## config.mk

```make
export PLATFORM = sky130hd
export DESIGN_NAME = qrs_sqrt
export DESIGN_NICKNAME = d
export VERILOG_FILES = /design/src/design/qrs_pkg.sv /design/src/design/qrs_sqrt.sv
export SDC_FILE = /design/constraint.sdc
export NUM_CORES = 2
export LEC_CHECK = 0
export BUFFER_PORTS_ARGS = -buffer_cell sky130_fd_sc_hd__buf_2
export CORE_ASPECT_RATIO = 1.25
export CORE_MARGIN = 4
export CORE_UTILIZATION = 40
export CTS_BUF_LIST = sky130_fd_sc_hd__clkbuf_2
export CTS_CLUSTER_DIAMETER = 40
export DETAILED_ROUTE_END_ITERATION = 10
export GPL_TIMING_DRIVEN = 0
export REMOVE_ABC_BUFFERS = 1
export SETUP_SLACK_MARGIN = 0.15
export SLEW_MARGIN = 20
export SYNTH_ARGS = -nofsm -noshare
export SYNTH_HDL_FRONTEND = slang
export SYNTH_MEMORY_MAX_BITS = 65536
export SYNTH_SLANG_ARGS = --single-unit
export TNS_END_PERCENT = 50
```

## constraint.sdc

```tcl
create_clock -name clk -period 4.2 [get_ports clk]
set_input_delay 0.84 -clock clk [delete_from_list [all_inputs] [get_ports clk]]
set_output_delay 0.84 -clock clk [all_outputs]
set_load 0.005 [all_outputs]
```

## src/design/qrs_pkg.sv

```systemverilog
// Shared types and root-kind codes for the quadratic root solver.
// No dependencies.
`timescale 1ns / 1ps

package qrs_pkg;

  typedef logic [1:0] kind_t;

  localparam kind_t KIND_REAL    = 2'd0;
  localparam kind_t KIND_COMPLEX = 2'd1;
  localparam kind_t KIND_REPEAT  = 2'd2;
  localparam kind_t KIND_AZERO   = 2'd3;

  // fractional bits of the Q16.16 results and of the discriminant's square root
  localparam int FRAC_BITS = 16;

endpackage

```

## src/design/qrs_sqrt.sv

```systemverilog
// Pipelined floor square root, one result bit per stage, with a tag that
// travels alongside the data. Depends on qrs_pkg.
`timescale 1ns / 1ps

module qrs_sqrt #(
  parameter int RT_W  = 33,
  parameter int TAG_W = 8
) (
  input  logic                clk,
  input  logic                rst,
  input  logic                valid_in,
  input  logic [2*RT_W-1:0]   x_in,
  input  logic [TAG_W-1:0]    tag_in,
  output logic                valid_out,
  output logic [RT_W-1:0]     root_out,
  output logic [TAG_W-1:0]    tag_out
);
  import qrs_pkg::*;

  localparam int XP   = 2 * RT_W;
  localparam int RM_W = RT_W + 3;

  logic              vld  [0:RT_W];
  logic [RM_W-1:0]   rem  [0:RT_W];
  logic [RT_W-1:0]   root [0:RT_W];
  logic [XP-1:0]     xsh  [0:RT_W];
  logic [TAG_W-1:0]  tag  [0:RT_W];

  always_ff @(posedge clk) begin
    if (rst) begin
      vld[0] <= 1'b0;
    end else begin
      vld[0] <= valid_in;
    end
    rem[0]  <= '0;
    root[0] <= '0;
    xsh[0]  <= x_in;
    tag[0]  <= tag_in;
  end

  for (genvar k = 0; k < RT_W; k++) begin : g_stage
    logic [RM_W-1:0] rem_sh;
    logic [RM_W-1:0] trial;
    logic            ge;

    always_comb begin
      // bring down the next two bits and try root*4+1
      rem_sh = {rem[k][RM_W-3:0], xsh[k][XP-1:XP-2]};
      trial  = {1'b0, root[k], 2'b01};
      ge     = (rem_sh >= trial);
    end

    always_ff @(posedge clk) begin
      if (rst) begin
        vld[k+1] <= 1'b0;
      end else begin
        vld[k+1] <= vld[k];
      end
      rem[k+1]  <= ge ? (rem_sh - trial) : rem_sh;
      root[k+1] <= {root[k][RT_W-2:0], ge};
      xsh[k+1]  <= {xsh[k][XP-3:0], 2'b00};
      tag[k+1]  <= tag[k];
    end
  end

  assign valid_out = vld[RT_W];
  assign root_out  = root[RT_W];
  assign tag_out   = tag[RT_W];

endmodule

```

# Word level (Yosys, flattened, before mapping)
# Memories as Yosys holds them, arrays and structs flattened.
# Cells that the tools add are included.
[word_totals] mem_count=5 ram_bits=4896 elab_cells=175 output_inout_bits=42 regBits=0 inputBits=77
[memory_table] memory="xsh" words=34 word_bits=66 rd=33 rd_clocked_by_memory_dff=0 wr=34 line="qrs_sqrt.sv:26" text="logic [XP-1:0] xsh [0:RT_W];"
[memory_table] memory="rem" words=34 word_bits=36 rd=33 rd_clocked_by_memory_dff=0 wr=34 line="qrs_sqrt.sv:24" text="logic [RM_W-1:0] rem [0:RT_W];"
[memory_table] memory="root" words=34 word_bits=33 rd=34 rd_clocked_by_memory_dff=0 wr=34 line="qrs_sqrt.sv:25" text="logic [RT_W-1:0] root [0:RT_W];"
[memory_table] memory="tag" words=34 word_bits=8 rd=34 rd_clocked_by_memory_dff=0 wr=34 line="qrs_sqrt.sv:27" text="logic [TAG_W-1:0] tag [0:RT_W];"
[memory_table] memory="vld" words=34 word_bits=1 rd=34 rd_clocked_by_memory_dff=0 wr=34 line="qrs_sqrt.sv:23" text="logic vld [0:RT_W];"
[classes] add_sub_neg=33 magnitude_cmp=33 mux=70 bitwise=34
[op_table] op="36-bit by 35-bit greater-or-equal comparator with 1-bit output" n=33
[op_table] op="36-bit 2-to-1 mux" n=33
[op_table] op="36-bit by 35-bit subtractor with 36-bit output" n=33
[op_table] op="1-bit 2-to-1 mux" n=37
[op_table] op="1-bit bitwise OR" n=34

# Logic depth before layout (Yosys ltp)
[depth] ltp_word=3 ltp_mapped=14 depth_no_buf=12

# Least setup slack after synthesis
# OpenSTA, ideal clock, no wires.
[synth_path] kind="register -> register" from="memory rem[10][13] (netlist bit)" to="memory rem[11][15] (netlist bit)" path_slack_ns=0.602 period_less_slack_ns=3.598 arrival_ns=3.464 setup_ns=0.134 path_buffers=1 path_stages_with_launch=11 t_required_ns=4.066 path_cell_list="dfxtp_1 > or4_1 > or4_1 > or4_4 > or3_4 > or4_1 > nor3_4 > or3_1 > buf_4 > nor4_1 > xor2_1"
[synth_rtl] item="from (decl)" line="qrs_sqrt.sv:24"

==> run_results.csv <==
group,metric,value,unit
sta,skew,0.2161,ns
global_route,grt_max_degree,46,
global_route,grt_pass1_wl,364.8,mm
sta,rsz0062_at_grt,"true",
pwr,power_density,559.6,nW/um^2
finish,fin_cells,14970,
critical_path,timing.rr.start,"root[19][0]",
synthesis,yosysSeqAreaShare,0.5772,
clock_tree,cts_tree,"yes",
critical_path,cp_data_required_time,5.78,ns
synthesis,synthMuxAreaShare,0.007738,
clock_tree,clkSinkCount,3026,
drt,wl_met2,119.5,mm
critical_path,worstPathArrival,5.71,ns
finish,fin_util,0.4547,
placement,placed_cells,13490,
synthesis,syn_inst,10060,
critical_path,path_class,"flop to flop",
synthesis,synth_area_per_cell,10.43,um^2
placement,dp_hpwl,167.9,mm
floorplanning,die_w,466.1,um
pwr,power_leakage,56.36,nW
sta,fmax,0.2422,GHz
status,status,"finished clean",
floorplanning,num_io_pins,119,
synthesis,ys_types,87,
hold_path,min_from,"xsh[23][58]",
floorplanning,start_util,0.4014,
clock_tree,cts_root_buf,"clkbuf_2",
drt,drt_wl_total,226.2,mm
sta,finalSetupViolCount,0,
sta,min_period,4.129,ns
sta,tightest_slew,1.225,ns
synthesis,synth_adder_area_share,0.07106,
global_route,grt_overflow,0,
critical_path,critPathLaunchType,"flop",
drt,wl_met1,83.71,mm
floorplanning,die_h,580.7,um
critical_path,path_max_fanout,40,
placement,place_ws,-0.5280,ns
sta,relSlewSlack,0.1816,
drt,dr.pass1.iters,5,
global_route,grt_pass1_vias,74510,
finish,drive_gt1_frac,0.1239,
finish,area_delta_synth_final,13.27,%
global_route,grt_util_all_layers,0.1636,
synthesis,yosys_most_used_dff,"dfxtp_1",
finish,num-nets-final,11610,
placement,port_buffers,118,
floorplanning,die_area,270700,um^2
synthesis,synth_edf_count,0,
job,maxCapViolations,0,
critical_path,critPathCaptureType,"flop",
clock_tree,cts_buffer_depth,4,
synthesis,ys_async_sr_fraction,0,
finish,layout_common_cells,"3026 x dfxtp_1, 993 x clkbuf_2, 747 x inv_1",
sta,drv_slew,0,
drt,viasPerCell,4.851,
sta,whs,0.2442,ns
global_route,antenna_found_initial,8,
drt,dr_wl_met3,9.168,mm
sta,setup_slack,0.07079,ns
placement,postPlaceCellArea,109700,um^2
drt,maxUsedRoutingLayer,"met4",
sta,post-route-period-util,0.9831,
synthesis,synthesis.area,104900,um^2
pwr,peakVddDrop,0.3412,mV
finish,nFillCells,24900,
finish,final_common_cell,"dfxtp_1",
synthesis,synth-xor-area-share,0.07277,
drt,ant_nets,0,
drt,drcViolationCount,0,
clock_tree,cts.clk_slew.worst_paths,0.10,ns
drt,vias,72630,
drt,wl_per_cell,15.11,um
clock_tree,cts_buffers,717,
finish,final_area,118900,um^2
synthesis,synth-compound-area-share,0.1174,
drt,drtIter0Drc,3032,
clock_tree,clk-insertion-delay-late,1.75,ns
sta,hold_viol,0,
synthesis,synth-simple-area-share,0.1195,
synthesis,yosys_warnings,0,
clock_tree,htreeDepth,6,
synthesis,synth_top_family_by_area,"simple AND/OR/NAND/NOR gates",
floorplanning,rows,210,
critical_path,cp-startpoint,"root[19][0]",
hold_path,hp-class,"flop to flop",
floorplanning,core_area,261400,um^2
placement,gp_congestion,0.9064,
synthesis,ys_seq_elements,3026,
-- routing by layer --
metal	up-vias	track usage
li1	36520	-
met1	33770	0.1600
met2	1667	0.3116
met3	667	0.03181
met4	0	0.1033
met5	-	0
-- area by class of cell --
class / instances / area (um^2) / share of cell area
Sequential cell: 3026 / 60580 / 0.5096
Timing Repair Buffer: 363 / 3162 / 0.02660
Antenna cell: 10 / 25.02 / 0.0002105
Clock inverter: 251 / 1883 / 0.01584
Inverter: 750 / 2819 / 0.02371
Tap cell: 3498 / 4377 / 0.03682
Clock buffer: 993 / 4970 / 0.04181
Multi-Input combinational cell: 6081 / 41060 / 0.3454
-- cell families after synthesis --
logic type | Yosys count
AO/OA/AOI/OAI | 1998
XOR/XNOR | 872
adder cells (fa/ha/maj) | 596
buffers and inverters | 955
flip-flops | 3026
multiplexers | 73
other | 1
AND/OR/NAND/NOR | 2539
-- power breakdown --
group / leakage (nW) / internal [W] / switching [W]
Combinational: 26.0 / 0.00501 / 0.00619
Sequential: 25.3 / 0.0330 / 0.00312
Clock: 5.01 / 0.00816 / 0.0110
-- cells in the mapped netlist (14+ instances only) --
cell type,count,share of area
nor3_1,250,0.012
nor4_1,130,0.0077
nand2b_1,105,0.0063
nand3b_1,26,0.0019
a21o_1,257,0.018
nor4b_1,17,0.0014
mux2_2,65,0.0070
and2_1,34,0.0020
or2_2,40,0.0024
and4_1,22,0.0018
o31ai_1,65,0.0046
o211ai_1,45,0.0032
a211oi_1,49,0.0035
ha_1,596,0.071
nor3b_1,24,0.0017
and3_1,63,0.0038
a21boi_0,25,0.0018
o21ai_0,579,0.028
o21a_1,115,0.0082
nand4_1,84,0.0050
xnor2_1,394,0.033
xor2_1,478,0.040
dfxtp_1,3026,0.58
o21bai_1,49,0.0035
a2111oi_0,19,0.0016
inv_1,748,0.027
a31oi_1,55,0.0033
a211o_1,14,0.0012
or4_1,48,0.0034
or3_1,83,0.0049
nand2_1,727,0.026
o2111ai_1,14,0.0012
nor2_1,524,0.019
nand3_1,194,0.0093
clkbuf_1,188,0.0067
nor2b_1,130,0.0077
a21oi_1,567,0.027
-- stage by stage --
stage                     setup TNS [ns]  power [W]
after floorplan                   -73.31    0.04411
after global placement           -619.93    0.04753
after detailed placement          -16.85    0.04787
after CTS                              0    0.06781
after global routing                   0    0.07101
final                                  0    0.06652
-- repair_timing --
action                     4_1_cts  5_1_grt
pin swaps                        4        1
hold buffers                   217        0
buffers inserted                 4        1
hold endpoints to repair       108        0
setup endpoints to repair      115       75
resized for setup               10       10
cloned                           2        0
-- worst paths after layout --
check / to / slack [ns] / cells past startpoint
max: rem[20][1] / 0.07 / 12
min: xsh[24][60] / 0.24 / 0
max reg2reg: rem[20][1] / 0.07 / 12
min reg2reg: xsh[24][60] / 0.24 / 0
-- worst max-delay path, stage by stage, from the launching register on --
cell and delay [ns]:
dfxtp_1 0.59, inv_1 0.10, ha_1 0.34, nor2b_1 0.14, o21ai_0 0.19, a21boi_0 0.16
o311ai_1 0.48, a21oi_1 0.25, o21ai_1 0.56, and2_2 0.45, buf_12 0.24, nand2_1 0.07
o21ai_1 0.46
-- registers in the layout, summed over array words and instances (netlist names) --
signal and cells:
rem 1037, tag 272, xsh 1122, root 561, vld 34
No activity file was read; power rests on OpenSTA's default activity.
