$ cat src/design/qrs_pkg.sv
// Shared types and root-kind codes for the quadratic root solver.
// No dependencies.
`timescale 1ns / 1ps

package qrs_pkg;

  typedef logic [1:0] kind_t;

  localparam kind_t KIND_REAL    = 2'd0;
  localparam kind_t KIND_COMPLEX = 2'd1;
  localparam kind_t KIND_REPEAT  = 2'd2;
  localparam kind_t KIND_AZERO   = 2'd3;

  // fractional bits of the Q16.16 results and of the discriminant's square root
  localparam int FRAC_BITS = 16;

endpackage

$ cat src/design/qrs_div.sv
// Pipelined unsigned restoring divider, one quotient bit per stage, with a
// tag that travels alongside the data. Depends on qrs_pkg.
`timescale 1ns / 1ps

module qrs_div #(
  parameter int NUM_W = 34,
  parameter int DEN_W = 17,
  parameter int TAG_W = 3
) (
  input  logic              clk,
  input  logic              rst,
  input  logic              valid_in,
  input  logic [NUM_W-1:0]  num_in,
  input  logic [DEN_W-1:0]  den_in,
  input  logic [TAG_W-1:0]  tag_in,
  output logic              valid_out,
  output logic [NUM_W-1:0]  quot_out,
  output logic [TAG_W-1:0]  tag_out
);
  import qrs_pkg::*;

  logic              vld [0:NUM_W];
  logic [DEN_W-1:0]  rem [0:NUM_W];
  logic [NUM_W-1:0]  nq  [0:NUM_W];
  logic [DEN_W-1:0]  dv  [0:NUM_W];
  logic [TAG_W-1:0]  tag [0:NUM_W];

  always_ff @(posedge clk) begin
    if (rst) begin
      vld[0] <= 1'b0;
    end else begin
      vld[0] <= valid_in;
    end
    rem[0] <= '0;
    nq[0]  <= num_in;
    dv[0]  <= den_in;
    tag[0] <= tag_in;
  end

  for (genvar j = 0; j < NUM_W; j++) begin : g_stage
    logic [DEN_W:0] r_sh;
    logic [DEN_W:0] diff;
    logic           ge;

    always_comb begin
      r_sh = {rem[j], nq[j][NUM_W-1]};
      diff = r_sh - {1'b0, dv[j]};
      ge   = (r_sh >= {1'b0, dv[j]});
    end

    // numerator bits shift out the top while quotient bits shift in below
    always_ff @(posedge clk) begin
      if (rst) begin
        vld[j+1] <= 1'b0;
      end else begin
        vld[j+1] <= vld[j];
      end
      rem[j+1] <= ge ? diff[DEN_W-1:0] : r_sh[DEN_W-1:0];
      nq[j+1]  <= {nq[j][NUM_W-2:0], ge};
      dv[j+1]  <= dv[j];
      tag[j+1] <= tag[j];
    end
  end

  assign valid_out = vld[NUM_W];
  assign quot_out  = nq[NUM_W];
  assign tag_out   = tag[NUM_W];

endmodule

$ cat config.mk
export PLATFORM = sky130hd
export DESIGN_NAME = qrs_div
export DESIGN_NICKNAME = d
export VERILOG_FILES = /design/src/design/qrs_pkg.sv /design/src/design/qrs_div.sv
export SDC_FILE = /design/constraint.sdc
export NUM_CORES = 2
export LEC_CHECK = 0
export BUFFER_PORTS_ARGS = -buffer_cell sky130_fd_sc_hd__buf_4
export CAP_MARGIN = 20
export CORE_ASPECT_RATIO = 0.6
export CORE_MARGIN = 8
export CORE_UTILIZATION = 62
export CTS_CLUSTER_SIZE = 24
export DETAILED_ROUTE_END_ITERATION = 7
export HOLD_SLACK_MARGIN = 0.05
export PLACE_DENSITY = 0.82
export SLEW_MARGIN = 15
export SYNTH_ARGS = -nofsm -noshare
export SYNTH_HDL_FRONTEND = slang
export SYNTH_SLANG_ARGS = --single-unit
$ cat constraint.sdc
create_clock -name clk -period 4.3 [get_ports clk]
set_input_delay 0.215 -clock clk [delete_from_list [all_inputs] [get_ports clk]]
set_output_delay 0.215 -clock clk [all_outputs]
set_load 0.02 [all_outputs]
* Word-level counts from Yosys, hierarchy flattened
Memory sizes are Yosys's and may differ from the RTL's.
Index checks and enable logic that the tools add are counted.
** Storage, ports and cells
- Register bits :: 0
- Bits in latches :: 0
- Memory bits (writable) :: 2520
- ROM bits :: 0
- Bits of input ports :: 57
- Output and inout port bits :: 38
- Memories :: 5
** Memories
- nq :: words 35, width 34, read ports 35, clocked after memory_dff 0, write ports 35, RTL line qrs_div.sv:24 : logic [NUM_W-1:0] nq [0:NUM_W];
- dv :: words 35, width 17, read ports 34, clocked after memory_dff 0, write ports 35, RTL line qrs_div.sv:25 : logic [DEN_W-1:0] dv [0:NUM_W];
- rem :: words 35, width 17, read ports 34, clocked after memory_dff 0, write ports 35, RTL line qrs_div.sv:23 : logic [DEN_W-1:0] rem [0:NUM_W];
- tag :: words 35, width 3, read ports 35, clocked after memory_dff 0, write ports 35, RTL line qrs_div.sv:26 : logic [TAG_W-1:0] tag [0:NUM_W];
- vld :: words 35, width 1, read ports 35, clocked after memory_dff 0, write ports 35, RTL line qrs_div.sv:22 : logic vld [0:NUM_W];
** Operators by class
- Add/sub/neg operators :: 34
- $mul :: 0
- Divide/modulo/power cells :: 0
- Magnitude comparators :: 34
- Eq/ne operators :: 0
- Shifts and indexed selects :: 0
- Mux-type cells :: 72
- Bitwise logic cells :: 35
- Reductions and logical operators :: 0
** Operators with widths (count)
- $ge A18 B17 Y1 :: 34
- $mux W17 :: 34
- $sub A17 B17 Y17 :: 34
- $mux W1 :: 38
- $or A1 B1 Y1 :: 35

* Depth between registers and ports, before layout
- Depth in word-level cells :: 3
- Gate-level depth with buffers :: 14
- Gate-level depth less buffers :: 12

* Worst setup path before layout
No wires, ideal clock.
- Path type :: flip-flop to flip-flop
- Start point :: memory nq[12][33]
- End point :: memory rem[13][10]
- Library setup time :: 0.123 ns
- Arrival time :: 3.002 ns
- Setup slack :: 1.175 ns
- Stages on the path, launching flop included :: 14
- Path buffers :: 1
- Clock period less this slack :: 3.125 ns
- Path through :: dfxtp_1 > inv_1 > ha_1 > inv_1 > fa_1 > a21oi_2 > o221ai_1 > a31o_2 > a21oi_4 > a21o_1 > a21oi_1 > a2111oi_4 > buf_6 > mux2_1
** RTL lines (RTL line)
- start: declaration :: qrs_div.sv:24
- end: declaration :: qrs_div.sv:23

==> results.md <==
* Root Driver: clkbuf_16
* Avg Inst Size Synth at between 10 and 15 um^2
* Hold buffer count at cts at between 100 and 150
* Reg clk slew, reported paths at around 0.07 ns
* R2r endpoint: rem[22][3]
* Total GRT Usage at 22.1%
* DP HPWL at approximately 120000 um
* CTS sink count at 2469
* Total power at approximately 69000 uW
* Mux share of post-synthesis cell area at ~5.3%
* Min-Delay Endpoint: nq[19][21]
* Wire per inst at 17.3 um
* Post-synth EDFFs at 0
* Max Slew Vio Count at 0
* Final net count at 8214
* RSZ-0062 raised after global routing: no
* Post-Syn Area at 0.0829 mm^2
* DR vias at about 51000
* CP Data Arrival Time at roughly 4.6 ns
* Overflow left after global routing at 0
* Compound-Gate Fraction of Synth Area at a little over a tenth
* XOR/XNOR Fraction of Synth Area at approximately 4.5%
* Hold Crit Start: nq[18][20]
* Gpl congestion at ~0.9
* DRC at 0
* Yosys warning total at 0
* IO buf count at between 90 and 100
* Seq/Total Area, Yosys at around three fifths
* Die Footprint at 0.146 mm^2
* Design Area, Final at 0.0941 mm^2
* Worst skew pair latency at roughly 0.8 ns
* CTS tree: done
* Hold Crit Class: flop to flop
* Fmax at around 0.26 GHz
* PostCTS Resize Cnt at 0
* Power per Cell Area at approximately 730 mW/mm^2
* Max-cap violations at 0
* H-Tree Depth at 4
* DP Area at about 0.086 mm^2
* Drt pass-1 iters at 6
* Main synth FF type: dfxtp_1
* Buffer count from post-CTS setup fixing at 0
* Commonest cells after routing, fill and taps aside: 2469 x dfxtp_1, 742 x inv_1, 563 x ha_1, 394 x a21oi_1, 341 x mux2_2
* Final number of hold-violating endpoints at 0
* Initial antenna violation count at 7
* R2R cell count at 11
* CP Max Fanout at 28
* Net Count, Synth at about 7900
* Post-synthesis register bit count at roughly 2500
* Slew margin rel. at between 30% and 40%
* Core Area at between 0.1 and 0.15 mm^2
* Finished Layout Cells at about 9500
* Post-synth ARST share at 0%
* Clock Skews at about 0.032 ns
* Final wirelength at 165000 um
* Outcome: completed
* Share of cells above drive strength 1 at 11.7%
* Rows at about 100
* Io pins at between 90 and 100
* Ant. Diodes at 0
* Tmin final at 3.92 ns
* First-pass GRT wire length at ~270000 um
* Die H at 299 um
* Worst EP required at 4.98 ns
* R2R setup slack at between 0.3 and 0.4 ns
* Die X at slightly below 500 um
* Yosys cell types at 88
* Critical path startpoint category: flop
* Number of global-route vias before repair at roughly 51000
* DP Cell Count at about 9100
* Vias per cell at around 5.4
* Largest family of logic cells by synthesized area: compound AO/OA/AOI/OAI gates
* Hold Path Depth at 0
* RR Startpoint: nq[21][33]
* Final Setup Violations at 0
* TritonCTS buffer count at 200
* Synth Instances at 7202
* Worst vdd ir at between 0.3 and 0.4 mV
* Actual slew at the worst max-slew pin at 0.962 ns
* Initial core utilization at 62.1%
* Fillers at a little over 9000
* Tcrit/Tclk final at between 90 and 100%
* Area share of and/or/nand/nor cells after synthesis at under 10%
* ANT nets after route at 0
* Leakage Power at 0.0425 uW
* CTS max path bufs at 3
* Area grow syn2layout at 13.5%
* Pin count of the biggest net entering global routing at 36
* 1st-iter DRT viols at 4250
* Setup TNS at 0 ns
* Kind of critical path: flop to flop
* Crit. End Element: flop
* Most common cell after layout, fill and taps aside: dfxtp_1
* Post-synthesis adder-cell area fraction at 9.27%
how the worst max path moves through the flow:
stage / start / to / slack [ns] / cells after the start
final: nq[21][33] / rem[22][3] / 0.38 / 11
after global routing: nq[21][33] / rem[22][16] / 0.16 / 11
after CTS: nq[21][33] / rem[22][3] / 0.50 / 11
after detailed placement: nq[32][33] / rem[33][3] / 0.64 / 12
after global placement: nq[32][33] / rem[33][5] / 0.71 / 12
after floorplan: nq[12][33] / rem[13][10] / 1.17 / 13
kinds of logic after synthesis:
| family | Yosys count |
|---|---|
| multiplexers | 390 |
| flip-flops | 2469 |
| adder cells (fa/ha/maj) | 595 |
| AO/OA/AOI/OAI | 1390 |
| AND/OR/NAND/NOR | 1104 |
| XOR/XNOR | 427 |
| buffers and inverters | 827 |
registers in the layout, indices dropped and copies added, names as in the netlist:
| signal | flops |
|---|---|
| dv | 578 |
| tag | 105 |
| vld | 35 |
| rem | 561 |
| nq | 1190 |
Yosys cell counts (all sizes together), types with 8 or more instances:
| cell type | instances | area, um^2 |
|---|---|---|
| dfxtp | 2469 | 49400 |
| inv | 743 | 2790 |
| ha | 563 | 7040 |
| a21oi | 403 | 2060 |
| mux2 | 358 | 4060 |
| o21ai | 315 | 1580 |
| nor2 | 288 | 1080 |
| nand2 | 287 | 1080 |
| xnor2 | 283 | 2480 |
| a21o | 165 | 1240 |
| xor2 | 144 | 1260 |
| nor3 | 101 | 528 |
| nand4 | 85 | 532 |
| o21bai | 85 | 638 |
| nor2b | 82 | 513 |
| o21a | 70 | 526 |
| nand3 | 67 | 335 |
| a211oi | 55 | 443 |
| a31oi | 54 | 350 |
| clkbuf | 54 | 203 |
| o31a | 42 | 368 |
| nand2b | 41 | 257 |
| and3 | 34 | 213 |
| or3 | 34 | 213 |
| fa | 32 | 641 |
| mux2i | 32 | 320 |
| buf | 30 | 225 |
| o211ai | 23 | 173 |
| o31ai | 23 | 173 |
| nor4 | 18 | 128 |
| or2 | 18 | 113 |
| a2111oi | 17 | 287 |
| and2 | 17 | 108 |
| a211o | 16 | 140 |
| a31o | 16 | 140 |
| a21boi | 13 | 97.6 |
| o2111ai | 13 | 114 |
| or4 | 12 | 90.1 |
| a221oi | 9 | 85.1 |
| nand3b | 9 | 67.6 |
| o311ai | 8 | 70.1 |
where the power goes:
| group | switching, uW | internal (uW) |
|---|---|---|
| Combinational | 11100 | 9670 |
| Clock | 8260 | 11100 |
| Sequential | 2080 | 26800 |
| Total | 21400 | 47600 |
through the flow:
| step | hold WS, ns | utilization [%] | setup WS, ns |
|---|---|---|---|
| 2_1_floorplan | 0.243 | - | 1.17 |
| 3_3_place_gp | 0.310 | 64.3 | 0.707 |
| 3_5_place_dp | 0.312 | 64.3 | 0.644 |
| 4_1_cts | 0.295 | 70.5 | 0.496 |
| 5_1_grt | 0.299 | 70.5 | 0.156 |
| 6_report | 0.294 | 70.5 | 0.383 |
layer usage:
layer | track usage (%) | part of all wire, % | vias up
met3 | 5.18 | 8.4 | 265
met1 | 34.0 | 50 | 24300
met4 | 4.91 | 1.7 | 4
met5 | 0 | 0.015 | -
li1 | - | - | 25200
met2 | 31.3 | 40 | 1647
cell type report:
cell class | instances | area, um^2 | area share, %
Timing Repair Buffer | 242 | 2110 | 2.24
Inverter | 743 | 2790 | 2.97
Clock buffer | 272 | 5830 | 6.20
Multi-Input combinational cell | 3906 | 30300 | 32.2
Clock inverter | 98 | 1350 | 1.44
Sequential cell | 2469 | 49400 | 52.6
Tap cell | 1802 | 2250 | 2.40
worst max-delay path, cell delays in order (launching register included):
cell	delay (ns)
dfxtp_1	0.32
inv_1	0.06
ha_1	0.17
inv_1	0.06
fa_1	0.42
a211oi_1	0.40
o21ai_0	0.18
a21oi_1	0.45
a2111oi_0	0.21
a2111oi_0	0.75
o21ai_4	0.38
mux2_2	0.37
(Power assumes the default switching activity.)
